--- config.mk ---
export PLATFORM = sky130hd
export DESIGN_NAME = seven_segment_write_sequencer
export DESIGN_NICKNAME = d
export VERILOG_FILES = /design/src/hdl/ssws_pkg.sv /design/src/hdl/ssws_front.sv /design/src/hdl/ssws_queue.sv /design/src/hdl/ssws_back.sv /design/src/hdl/seven_segment_write_sequencer.sv
export SDC_FILE = /design/constraint.sdc
export NUM_CORES = 1
export LEC_CHECK = 0
export BUFFER_PORTS_ARGS = -buffer_cell sky130_fd_sc_hd__buf_2
export CORE_ASPECT_RATIO = 0.5
export CORE_MARGIN = 2
export CORE_UTILIZATION = 55
export CTS_CLUSTER_DIAMETER = 80
export DETAILED_ROUTE_END_ITERATION = 8
export PLACE_DENSITY = 0.72
export SYNTH_ARGS = -nofsm -noshare
export SYNTH_HDL_FRONTEND = slang
export SYNTH_HIERARCHICAL = 1
export SYNTH_SLANG_ARGS = --single-unit
export TNS_END_PERCENT = 50
--- constraint.sdc ---
create_clock -name clk -period 5.6 [get_ports clk]
set_clock_uncertainty 0.1 [all_clocks]
set_input_delay 1.12 -clock clk [delete_from_list [all_inputs] [get_ports clk]]
set_output_delay 1.12 -clock clk [all_outputs]
set_load 0.05 [all_outputs]
--- src/hdl/ssws_pkg.sv ---
// ----------------------------------------------------------------------------
// Seven-segment write sequencer package
// Shared types and constants for the command front end, queue and write back end.
// ----------------------------------------------------------------------------
package ssws_pkg;

	// Command codes carried on the input tuser.
	typedef enum logic [2:0] {
		REQ_DIGIT   = 3'd0,
		REQ_RAW     = 3'd1,
		REQ_HEX16   = 3'd2,
		REQ_DEC16   = 3'd3,
		REQ_HEX8    = 3'd4,
		REQ_CLR_ALL = 3'd5,
		REQ_CLR_LN  = 3'd6,
		REQ_ERROR   = 3'd7
	} ssws_req_t;

	localparam int IN_TDATA_W  = 24;
	localparam int IN_TUSER_W  = 3;
	localparam int OUT_TDATA_W = 8;

	localparam logic [7:0] CTRL_DECODED = 8'b0101_1000;
	localparam logic [7:0] CTRL_RAW     = 8'b0111_1000;
	localparam logic [7:0] DP_BIT       = 8'h80;
	localparam logic [7:0] BLANK_SEGS   = 8'b1000_0000;
	localparam logic [7:0] ERR_SEG0     = 8'b1100_1111;
	localparam logic [7:0] ERR_SEG1     = 8'b1000_1100;
	localparam logic [7:0] ERR_SEG2     = 8'b1000_1100;
	localparam logic [7:0] ERR_SEG3     = 8'b1111_0000;

	localparam logic [15:0] DEC_MAX = 16'd9999;

	// Reciprocal multipliers for the decimal split, exact over the used ranges.
	localparam logic [13:0] RECIP_1000 = 14'd8389;  // >> 23, value up to 9999
	localparam logic [5:0]  RECIP_100  = 6'd41;     // >> 12, value up to 999
	localparam logic [6:0]  RECIP_10   = 7'd103;    // >> 10, value up to 99

	// One run of digit writes: cnt digits starting at addr0, address wrapping
	// modulo eight, data byte taken from data[digit index mod 4].
	typedef struct packed {
		logic            raw;
		logic [2:0]      addr0;
		logic [3:0]      cnt;
		logic [3:0][7:0] data;
	} ssws_run_t;

endpackage

--- src/hdl/ssws_front.sv ---
// ----------------------------------------------------------------------------
// Seven-segment write sequencer command front end
// Accepts commands, builds a run descriptor and splits decimal values in two stages.
// ----------------------------------------------------------------------------
module ssws_front import ssws_pkg::*; (
	input  logic                  clk,
	input  logic                  arst_n,
	input  logic                  s_axis_tvalid,
	output logic                  s_axis_tready,
	input  logic [IN_TDATA_W-1:0] s_axis_tdata,
	input  logic [IN_TUSER_W-1:0] s_axis_tuser,
	input  logic                  q_full,
	output logic                  push,
	output ssws_run_t             push_run
);

	logic [3:0]  digit_addr;
	logic [15:0] value;
	logic        dp_on;
	logic        line_sel;
	logic [7:0]  lo;
	ssws_run_t   run_c;
	logic        dec_c;
	logic [29:0] th_prod;
	logic [3:0]  th_c;
	logic [15:0] r1_full;

	logic        v_s1, v_s2;
	ssws_run_t   run_s1, run_s2;
	logic        dec_s1, dec_s2;
	logic [3:0]  th_s1, th_s2;
	logic [9:0]  r1_s1;
	logic [3:0]  h_s2;
	logic [6:0]  r2_s2;

	logic [15:0] h_prod;
	logic [3:0]  h_c;
	logic [9:0]  r2_full;
	logic [13:0] t_prod;
	logic [3:0]  t_c;
	logic [6:0]  o_full;
	logic        advance;

	assign digit_addr = s_axis_tdata[3:0];
	assign value      = s_axis_tdata[19:4];
	assign dp_on      = s_axis_tdata[20];
	assign line_sel   = s_axis_tdata[21];
	assign lo         = value[7:0];

	assign advance       = !v_s2 || !q_full;
	assign s_axis_tready = advance;

	always_comb begin
		run_c = '0;
		dec_c = 1'b0;
		unique case (ssws_req_t'(s_axis_tuser))
			REQ_DIGIT: begin
				run_c.addr0   = digit_addr[2:0];
				run_c.cnt     = 4'd1;
				run_c.data[0] = {~dp_on, lo[6:0]};
			end
			REQ_RAW: begin
				run_c.raw     = 1'b1;
				run_c.addr0   = digit_addr[2:0];
				run_c.cnt     = 4'd1;
				run_c.data[0] = lo;
			end
			REQ_HEX16: begin
				run_c.addr0   = {line_sel, 2'b00};
				run_c.cnt     = 4'd4;
				run_c.data[0] = DP_BIT | {4'h0, value[15:12]};
				run_c.data[1] = DP_BIT | {4'h0, value[11:8]};
				run_c.data[2] = DP_BIT | {4'h0, value[7:4]};
				run_c.data[3] = DP_BIT | {4'h0, value[3:0]};
			end
			REQ_DEC16: begin
				dec_c       = 1'b1;
				run_c.addr0 = {line_sel, 2'b00};
				run_c.cnt   = (value <= DEC_MAX) ? 4'd4 : 4'd0;
			end
			REQ_HEX8: begin
				run_c.addr0   = digit_addr[2:0];
				run_c.cnt     = digit_addr[3] ? 4'd0 : 4'd2;
				run_c.data[0] = DP_BIT | {4'h0, lo[7:4]};
				run_c.data[1] = DP_BIT | {4'h0, lo[3:0]};
			end
			REQ_CLR_ALL: begin
				run_c.raw  = 1'b1;
				run_c.cnt  = 4'd8;
				run_c.data = {4{BLANK_SEGS}};
			end
			REQ_CLR_LN: begin
				run_c.raw   = 1'b1;
				run_c.addr0 = {line_sel, 2'b00};
				run_c.cnt   = 4'd4;
				run_c.data  = {4{BLANK_SEGS}};
			end
			REQ_ERROR: begin
				run_c.raw   = 1'b1;
				run_c.addr0 = {line_sel, 2'b00};
				run_c.cnt   = 4'd4;
				run_c.data  = {ERR_SEG3, ERR_SEG2, ERR_SEG1, ERR_SEG0};
			end
			default: run_c = '0;
		endcase
	end

	// Thousands digit and remainder below one thousand.
	assign th_prod = {14'd0, value} * {16'd0, RECIP_1000};
	assign th_c    = th_prod[26:23];
	assign r1_full = value - ({12'd0, th_c} * 16'd1000);

	// Hundreds digit and remainder below one hundred.
	assign h_prod  = {6'd0, r1_s1} * {10'd0, RECIP_100};
	assign h_c     = h_prod[15:12];
	assign r2_full = r1_s1 - ({6'd0, h_c} * 10'd100);

	// Tens and ones.
	assign t_prod = {7'd0, r2_s2} * {7'd0, RECIP_10};
	assign t_c    = t_prod[13:10];
	assign o_full = r2_s2 - ({3'd0, t_c} * 7'd10);

	always_ff @(posedge clk or negedge arst_n) begin
		if (!arst_n) begin
			v_s1 <= 1'b0;
			v_s2 <= 1'b0;
		end else if (advance) begin
			v_s1 <= s_axis_tvalid;
			v_s2 <= v_s1;
		end
	end

	always_ff @(posedge clk) begin
		if (advance) begin
			run_s1 <= run_c;
			dec_s1 <= dec_c;
			th_s1  <= th_c;
			r1_s1  <= r1_full[9:0];
			run_s2 <= run_s1;
			dec_s2 <= dec_s1;
			th_s2  <= th_s1;
			h_s2   <= h_c;
			r2_s2  <= r2_full[6:0];
		end
	end

	// Runs with no digit writes are dropped here.
	assign push = v_s2 && !q_full && (run_s2.cnt != 4'd0);

	always_comb begin
		push_run = run_s2;
		if (dec_s2) begin
			push_run.data[0] = DP_BIT | {4'h0, th_s2};
			push_run.data[1] = DP_BIT | {4'h0, h_s2};
			push_run.data[2] = DP_BIT | {4'h0, t_c};
			push_run.data[3] = DP_BIT | {4'h0, o_full[3:0]};
		end
	end

endmodule

--- src/hdl/ssws_queue.sv ---
// ----------------------------------------------------------------------------
// Seven-segment write sequencer run queue
// Two-entry queue of run descriptors between the front end and the back end.
// ----------------------------------------------------------------------------
module ssws_queue import ssws_pkg::*; (
	input  logic      clk,
	input  logic      arst_n,
	input  logic      push,
	input  ssws_run_t push_run,
	input  logic      pop,
	output logic      full,
	output logic      head_valid,
	output ssws_run_t head
);

	ssws_run_t  slot_q [2];
	logic       wr_ptr_q;
	logic       rd_ptr_q;
	logic [1:0] count_q;

	assign full       = (count_q == 2'd2);
	assign head_valid = (count_q != 2'd0);
	assign head       = slot_q[rd_ptr_q];

	always_ff @(posedge clk or negedge arst_n) begin
		if (!arst_n) begin
			wr_ptr_q <= 1'b0;
			rd_ptr_q <= 1'b0;
			count_q  <= 2'd0;
		end else begin
			if (push) wr_ptr_q <= ~wr_ptr_q;
			if (pop)  rd_ptr_q <= ~rd_ptr_q;
			if (push && !pop)      count_q <= count_q + 2'd1;
			else if (pop && !push) count_q <= count_q - 2'd1;
		end
	end

	always_ff @(posedge clk) begin
		if (push) slot_q[wr_ptr_q] <= push_run;
	end

endmodule

--- src/hdl/ssws_back.sv ---
// ----------------------------------------------------------------------------
// Seven-segment write sequencer write back end
// Walks one run descriptor and emits a control and a data word per digit.
// ----------------------------------------------------------------------------
module ssws_back import ssws_pkg::*; (
	input  logic                   clk,
	input  logic                   arst_n,
	input  logic                   q_valid,
	input  ssws_run_t              q_head,
	output logic                   pop,
	output logic                   m_axis_tvalid,
	input  logic                   m_axis_tready,
	output logic [OUT_TDATA_W-1:0] m_axis_tdata,
	output logic                   m_axis_tuser,
	output logic                   m_axis_tlast
);

	ssws_run_t  cur_q;
	logic       cur_v_q;
	logic [2:0] idx_q;
	logic       ph_q;
	logic       out_v_q;
	logic [7:0] out_byte_q;
	logic       out_mode_q;
	logic       out_last_q;

	logic       load_out;
	logic       step;
	logic       fin;
	logic       take;
	logic [2:0] addr;
	logic [7:0] ctrl_byte;
	logic [7:0] gen_byte;

	assign load_out  = !out_v_q || m_axis_tready;
	assign step      = cur_v_q && load_out;
	assign addr      = cur_q.addr0 + idx_q;
	assign ctrl_byte = (cur_q.raw ? CTRL_RAW : CTRL_DECODED) | {5'd0, addr};
	assign gen_byte  = ph_q ? cur_q.data[idx_q[1:0]] : ctrl_byte;
	assign fin       = ph_q && ({1'b0, idx_q} == (cur_q.cnt - 4'd1));
	assign take      = !cur_v_q || (step && fin);
	assign pop       = take && q_valid;

	always_ff @(posedge clk or negedge arst_n) begin
		if (!arst_n) begin
			cur_v_q    <= 1'b0;
			cur_q      <= '0;
			idx_q      <= 3'd0;
			ph_q       <= 1'b0;
			out_v_q    <= 1'b0;
			out_byte_q <= 8'd0;
			out_mode_q <= 1'b0;
			out_last_q <= 1'b0;
		end else begin
			if (step) begin
				out_v_q    <= 1'b1;
				out_byte_q <= gen_byte;
				out_mode_q <= !ph_q;
				out_last_q <= fin;
				if (ph_q) begin
					ph_q  <= 1'b0;
					idx_q <= idx_q + 3'd1;
				end else begin
					ph_q <= 1'b1;
				end
			end else if (load_out) begin
				out_v_q <= 1'b0;
			end
			if (take) begin
				cur_v_q <= q_valid;
				if (q_valid) begin
					cur_q <= q_head;
					idx_q <= 3'd0;
					ph_q  <= 1'b0;
				end
			end
		end
	end

	assign m_axis_tvalid = out_v_q;
	assign m_axis_tdata  = out_byte_q;
	assign m_axis_tuser  = out_mode_q;
	assign m_axis_tlast  = out_last_q;

endmodule

--- src/hdl/seven_segment_write_sequencer.sv ---
// ----------------------------------------------------------------------------
// Seven-segment write sequencer
// Turns display commands into runs of latched bus writes for an 8-digit display.
// ----------------------------------------------------------------------------
// The slave stream takes one display command per word: the command code on
// tuser and the digit address, value, point and line selects on tdata. The
// master stream gives one bus write per word: the bus byte on tdata, a mode
// flag on tuser (high for the control byte of a digit, low for its data byte)
// and tlast on the final write of the command's run.
// A command of n digits produces 2n words (2 to 16); commands that produce
// none (decimal above 9999, hex8 to an address above seven) are dropped.
// A command passes the two front-end stages, the run queue, the current-run
// register and the output register before its first word appears. The output
// then carries one word per cycle while the receiver is ready, a rate set by
// the write back end. Commands are taken every cycle while the two-stage front
// end and the two-entry run queue have room, so the next command is already
// decoded when the current run ends and runs follow each other without gaps.
// When the receiver deasserts m_axis_tready, the output word holds, the back
// end waits, the queue fills and then s_axis_tready falls.
// Reset clears all valid flags and the queue; nothing else needs clearing.
// ----------------------------------------------------------------------------
module seven_segment_write_sequencer import ssws_pkg::*; (
	input  logic                   clk,
	input  logic                   arst_n,
	input  logic                   s_axis_tvalid,
	output logic                   s_axis_tready,
	// [3:0] digit_addr, [19:4] value, [20] dp_on, [21] line_sel, [23:22] zero
	input  logic [IN_TDATA_W-1:0]  s_axis_tdata,
	// [2:0] req_type
	input  logic [IN_TUSER_W-1:0]  s_axis_tuser,
	output logic                   m_axis_tvalid,
	input  logic                   m_axis_tready,
	// [7:0] bus_byte
	output logic [OUT_TDATA_W-1:0] m_axis_tdata,
	// [0] mode_high
	output logic                   m_axis_tuser,
	output logic                   m_axis_tlast
);

	logic      q_full;
	logic      push;
	ssws_run_t push_run;
	logic      pop;
	logic      q_valid;
	ssws_run_t q_head;

	// Front end: command decode and the decimal split.
	ssws_front u_front (
		.clk           (clk),
		.arst_n        (arst_n),
		.s_axis_tvalid (s_axis_tvalid),
		.s_axis_tready (s_axis_tready),
		.s_axis_tdata  (s_axis_tdata),
		.s_axis_tuser  (s_axis_tuser),
		.q_full        (q_full),
		.push          (push),
		.push_run      (push_run)
	);

	// Run queue decoupling decode from the write stream.
	ssws_queue u_queue (
		.clk        (clk),
		.arst_n     (arst_n),
		.push       (push),
		.push_run   (push_run),
		.pop        (pop),
		.full       (q_full),
		.head_valid (q_valid),
		.head       (q_head)
	);

	// Back end: one bus write per cycle from the current run while the receiver is ready.
	ssws_back u_back (
		.clk           (clk),
		.arst_n        (arst_n),
		.q_valid       (q_valid),
		.q_head        (q_head),
		.pop           (pop),
		.m_axis_tvalid (m_axis_tvalid),
		.m_axis_tready (m_axis_tready),
		.m_axis_tdata  (m_axis_tdata),
		.m_axis_tuser  (m_axis_tuser),
		.m_axis_tlast  (m_axis_tlast)
	);

	// A run always ends on a data word.
	a_last_is_data: assert property (@(posedge clk) disable iff (!arst_n)
		m_axis_tvalid && m_axis_tlast |-> !m_axis_tuser)
		else $error("last word of a run is a control word");

	// A control word is followed at once by its data word.
	a_ctrl_then_data: assert property (@(posedge clk) disable iff (!arst_n)
		m_axis_tvalid && m_axis_tready && m_axis_tuser |=> m_axis_tvalid && !m_axis_tuser)
		else $error("control word not followed by its data word");

	// Control words carry one of the two command prefixes.
	a_ctrl_prefix: assert property (@(posedge clk) disable iff (!arst_n)
		m_axis_tvalid && m_axis_tuser |->
			(m_axis_tdata[7:3] == CTRL_DECODED[7:3]) || (m_axis_tdata[7:3] == CTRL_RAW[7:3]))
		else $error("control word with a bad prefix");

endmodule

After elaboration in Yosys (flattened, before gate mapping)
Memory sizes are Yosys's and may differ from the RTL's. A register that Yosys moved wholly into a read port is not among the register bits.
Index checks and enable logic that the tools add are counted.
- bits in registers: 133
- latch bits: 0
- memory bits (writable): 80
- memory bits (read-only): 0
- output and inout port bits: 12
- word-level logic and storage cells: 122
- memories: 1
- add/subtract/negate cells: 8
- multipliers: 6
- divide/modulo/power cells: 0
- order comparisons: 2
- equality and inequality tests: 9
- shifts and indexed selects: 0
- mux-type cells: 28
- bitwise operators: 4
- reductions and logical operators: 31
- memories (name ; words ; width ; rd ports ; clocked after memory_dff ; wr ports ; RTL line ; RTL):
    u_queue.slot_q ; 2 ; 40 ; 1 ; 1 ; 1 ; ssws_queue.sv:16 ; ssws_run_t slot_q [2];
- operators by type and width (kind ; count):
    $pmux W16 S3 ; 1
    $pmux W8 S6 ; 1
    $mux W32 ; 1
    $pmux W8 S4 ; 1
    $mul A16 B14 Y27 const B ; 1
    $pmux W4 S5 ; 1
    $bmux W8 S2 ; 1
    $le A16 B14 Y1 const B ; 1
    $mul A10 B6 Y16 const B ; 1
    $mux W8 ; 2
    $mux W3 ; 5
    $mul A7 B7 Y14 const B ; 1
    $eq A3 B3 Y1 const B ; 4
    $mux W1 ; 10
    $sub A10 B10 Y10 ; 1
    $logic_and A1 B1 Y1 ; 8
    $logic_not A1 Y1 ; 8
    $or A8 B3 Y8 ; 1
    $reduce_or A4 Y1 ; 2
    $mul A4 B7 Y7 const B ; 1
    $sub A7 B7 Y7 ; 1
    $eq A3 B2 Y1 const B ; 2
    $mux W2 ; 3
    $mux W6 ; 1
    21 further kinds ; 29

Depth between registers and ports, before layout
- depth in word-level cells: 9
- mapped depth: 29
- gate-level depth less buffers: 29

Hierarchy
The synthesis kept the hierarchy.
- by module, submodules not included (module ; instances ; cells an instance ; area each (µm²)):
    ssws_front ; 1 ; 760 ; 8599.5
    ssws_back ; 1 ; 414 ; 3973.8
    ssws_queue ; 1 ; 141 ; 3279.4

Worst setup path after synthesis
Ideal clock, no wire load.
- path kind: input port to flip-flop
- from: in s_axis_tdata[11]
- to: reg u_front.r1_s1[9], data pin
- setup time: 270 ps
- arrival time: 7258 ps
- data required time: 5230 ps
- setup slack: -2028 ps
- cell stages on the path: 27
- cells stage by stage: ha_1 -> ha_1 -> ha_1 -> inv_1 -> fa_1 -> inv_1 -> fa_1 -> inv_1 -> fa_1 -> inv_1 -> ha_1 -> a21oi_1 -> o21ai_0 -> a31oi_1 -> o41a_1 -> o31ai_2 -> xnor2_1 -> fa_1 -> inv_1 -> fa_1 -> inv_1 -> ha_1 -> xor2_1 -> ha_1 -> a21oi_1 -> xnor2_1 -> xnor2_1
- longest elaborated chain between the ends: 3
- ends and longest elaborated chain (item ; RTL line ; RTL):
    from (decl) ; seven_segment_write_sequencer.sv:28 ; input logic [IN_TDATA_W-1:0] s_axis_tdata,
    $mul A16 B14 Y27 ; ssws_front.sv:109 ; assign th_prod = {14'd0, value} * {16'd0, RECIP_1000};
    named net u_front.th_prod[26] ; ssws_front.sv:24 ; logic [29:0] th_prod;
    $mul A4 B7 Y7 ; ssws_front.sv:111 ; assign r1_full = value - ({12'd0, th_c} * 16'd1000);
    $sub A10 B10 Y10 ; ssws_front.sv:111 ;
    named net u_front.r1_full[9] ; ssws_front.sv:26 ; logic [15:0] r1_full;
    to (signal assigned) ; ssws_front.sv:138 ; r1_s1 <= r1_full[9:0];
    to (decl) ; ssws_front.sv:32 ; logic [9:0] r1_s1;
The timed path passes the listed nets, and every way through them passes these cells.
A chain may end at the register's enable or synchronous reset.

Final worst setup path
- from: in s_axis_tdata[10]
- to: reg u_front.r1_s1[9], data pin
Same word-level chain as after synthesis.

==> impl_metrics.py <==
metrics = {
    "grt": {
        "track_usage": 0.2205,
        "grt_max_degree": 63,
        "overflow": 0,
        "antenna_found_initial": 2,
        "grt_pass1_wl_um": 53110,
        "grt_pass1_vias": 10390,
    },
    "sta": {
        "setup_slack_ps": -1498,
        "final-setup-viol-count": 6,
        "worst_pin_slew_ps": 1023,
        "finalCritPeriodShare": 1.268,
        "fin_setup_tns_ps": -5200,
        "slew_viol_final": 0,
        "fin_crit_ps": 7098,
        "hold_ws_ps": 321.4,
        "slew_headroom": 0.3178,
        "hold_viol": 0,
        "rsz0062_at_grt": "yes",
        "max_freq_mhz": 140.9,
    },
    "layout": {
        "nFillCells": 2094,
        "syn_to_final_growth_pct": 14.54,
        "layout-drive-gt1-share": 0.2514,
        "final_nets": 1685,
        "fin_util": 0.6478,
    },
    "synthesis": {
        "ys_ff_latch": 235,
        "synth_cell_types": 77,
        "synth_ff_type": "edfxtp_1",
        "syn-cell-area_mm2": 0.01585,
        "ys_seq_area_frac": 0.4256,
        "synth-edff-count": 173,
        "yosysTopAreaCell": "edfxtp_1",
        "synth_warnings": 6,
        "synthTopCellsByArea": "edfxtp_1 (33%), ha_1 (16%), dfrtp_1 (9.8%)",
        "synthDominantCellAreaShare": 0.3277,
        "synthTopCellsByCount": "ha_1 (204), edfxtp_1 (173), inv_1 (165)",
        "syn_inst": 1315,
        "synth.avg_cell_area_um2": 12.06,
        "async_flop_share": 0.2638,
        "post-synth-top-count-cell": "ha_1",
    },
    "die": {
        "die_area_mm2": 0.03028,
        "start_util": 0.5655,
        "die-width_um": 244.1,
        "row_count": 43,
        "io_pins": 43,
        "coreArea_mm2": 0.02803,
        "die_h_um": 124.1,
    },
    "drt": {
        "drt-initial-drc-count": 1041,
        "routedWlPerCell_um": 18.38,
        "drc": 0,
        "dr.pass1.iters": 7,
        "dr_total_vias": 10401,
        "drt-vias-per-instance": 5.766,
        "antenna_left": 0,
        "drt-total-wl_um": 33150,
    },
    "outcome": {
        "status": "complete, but fails checks",
        "violations": "negative setup slack",
    },
    "clock_network": {
        "cts_htree_levels": 1,
        "clock-root-buffer": "clkbuf_16",
        "cts_buffers": 23,
        "cts_buffer_depth": 3,
        "cts_tree": "done",
        "clock_latency_ps": 530,
        "clkSinkCount": 235,
        "clkSlewWorstSetupHoldPaths_ps": 70,
        "ctsHoldBuffers": 0,
    },
    "place": {
        "dp_hpwl_um": 23260,
        "portBuffers": 40,
        "place_ws_ps": -2231,
        "place_congestion": 0.8579,
    },
    "setup_path": {
        "crit_buf_inv": 8,
        "worstPathArrival_ps": 7270,
        "crit_path_max_fanout": 5,
        "critPathRequiredTime_ps": 5770,
        "r2r_start": "u_front/r2_s2[5]",
        "crit_family": "adder cells",
        "worstSetupPathType": "in2reg",
        "reg2reg_to": "u_queue/slot_q[0][27]",
        "critPathLaunchType": "primary input",
        "end_kind": "flip-flop",
        "rrSetupSlack_ps": 460,
        "crit_path_top_delay_cell": "fa_1",
        "max_stage_delay_ps": 520,
        "worstRegToRegCells": 20,
    },
    "hold_path": {
        "hp-class": "reg2reg",
        "hp-start": "u_front/run_s1[39]",
        "holdPathEnd": "u_front/push_run[39]",
        "whs_path_depth": 0,
    },
    "run": {
        "cap_violations": 0,
    },
}
## kinds of logic (layout without fill, tap and decap cells)
family / Yosys count / after routing / share of synthesized area
compound gates: 184 / 184 / 0.08311
other cells: 1 / 8 / 0.0002366
flops: 235 / 235 / 0.4256
xor+xnor: 47 / 47 / 0.02644
simple gates: 285 / 285 / 0.09906
buf+inv: 245 / 345 / 0.08153
mux: 67 / 67 / 0.06369
fa+ha+maj: 251 / 251 / 0.2204
## worst max path at each step
stage	to	cells past startpoint	startpoint
3_3_place_gp	u_front/r1_s1[9]	28	s_axis_tdata[11]
6_report	u_front/r1_s1[9]	28	s_axis_tdata[10]
5_1_grt	u_front/r1_s1[9]	28	s_axis_tdata[10]
2_1_floorplan	u_front/r1_s1[9]	27	s_axis_tdata[11]
4_1_cts	u_front/r1_s1[9]	27	s_axis_tdata[11]
3_5_place_dp	u_front/r1_s1[9]	28	s_axis_tdata[11]
## final cells by class
cell class                 instances  area [um2]  share of cell area
antenna                            2       5.005           0.0002756
clock buffer                      25       583.1             0.03211
clock inverter                    17       148.9            0.008200
inverter                         167       644.4             0.03549
multi-input combinational        840        8561              0.4715
sequential                       235        6748              0.3716
tap                              382       478.0             0.02632
timing repair buffer             136       989.7             0.05451
## registers in the layout, indices dropped and copies added, names as in the netlist, 2 cells and up
signal / count
u_front/th_s2: 4
u_front/run_s2: 23
u_queue/count_q: 2
u_front/push_run: 8
u_front/th_s1: 4
u_back/idx_q: 3
u_queue/slot_q: 80
u_front/r2_s2: 7
u_back/cur_q: 40
u_front/h_s2: 4
u_back/m_axis_tdata: 8
u_front/r1_s1: 10
u_front/run_s1: 31
## cell usage in the layout, fill, tap and decap left out, types with 7 or more instances in the layout
master,netlist,layout
edfxtp_1,173,173
ha_1,204,155
inv_1,165,146
buf_4,17,99
nand2_1,69,68
dfrtp_1,62,61
o21ai_0,51,50
fa_1,47,46
nand3_1,45,44
ha_4,0,44
or4_1,41,41
mux2_4,39,39
a222oi_1,37,37
buf_2,4,30
nor2_1,27,27
and2_2,24,25
clkbuf_16,0,23
xnor2_1,28,23
a21o_1,21,21
and2_1,20,18
a21oi_1,22,18
inv_2,1,18
xor2_1,18,16
nor3_1,14,14
mux2_2,14,14
nor2b_1,10,9
mux4_1,7,7
a31oi_1,7,7
## per-layer routing
layer | wire length (um) | global-route usage
met2 | 16200 | 0.3798
met5 | 0 | 0
met3 | 1626 | 0.03103
met1 | 14760 | 0.2967
met4 | 564 | 0.05983
## through the flow
stage / std cells / cell area, um2
finish: 1804 / 18160
CTS: 1797 / 17960
global route: 1804 / 18160
global placement: 1752 / 16850
floorplan: 1320 / 16140
detailed placement: 1752 / 16850
## repair_timing
action                     in CTS  in global routing
pin swaps                      30                 32
resized for setup              61                 23
buffers inserted                4                  5
setup endpoints to repair       6                  7
Power is not shown: default switching activity piles up to over one toggle a cycle in this logic, so the estimate is an artifact.
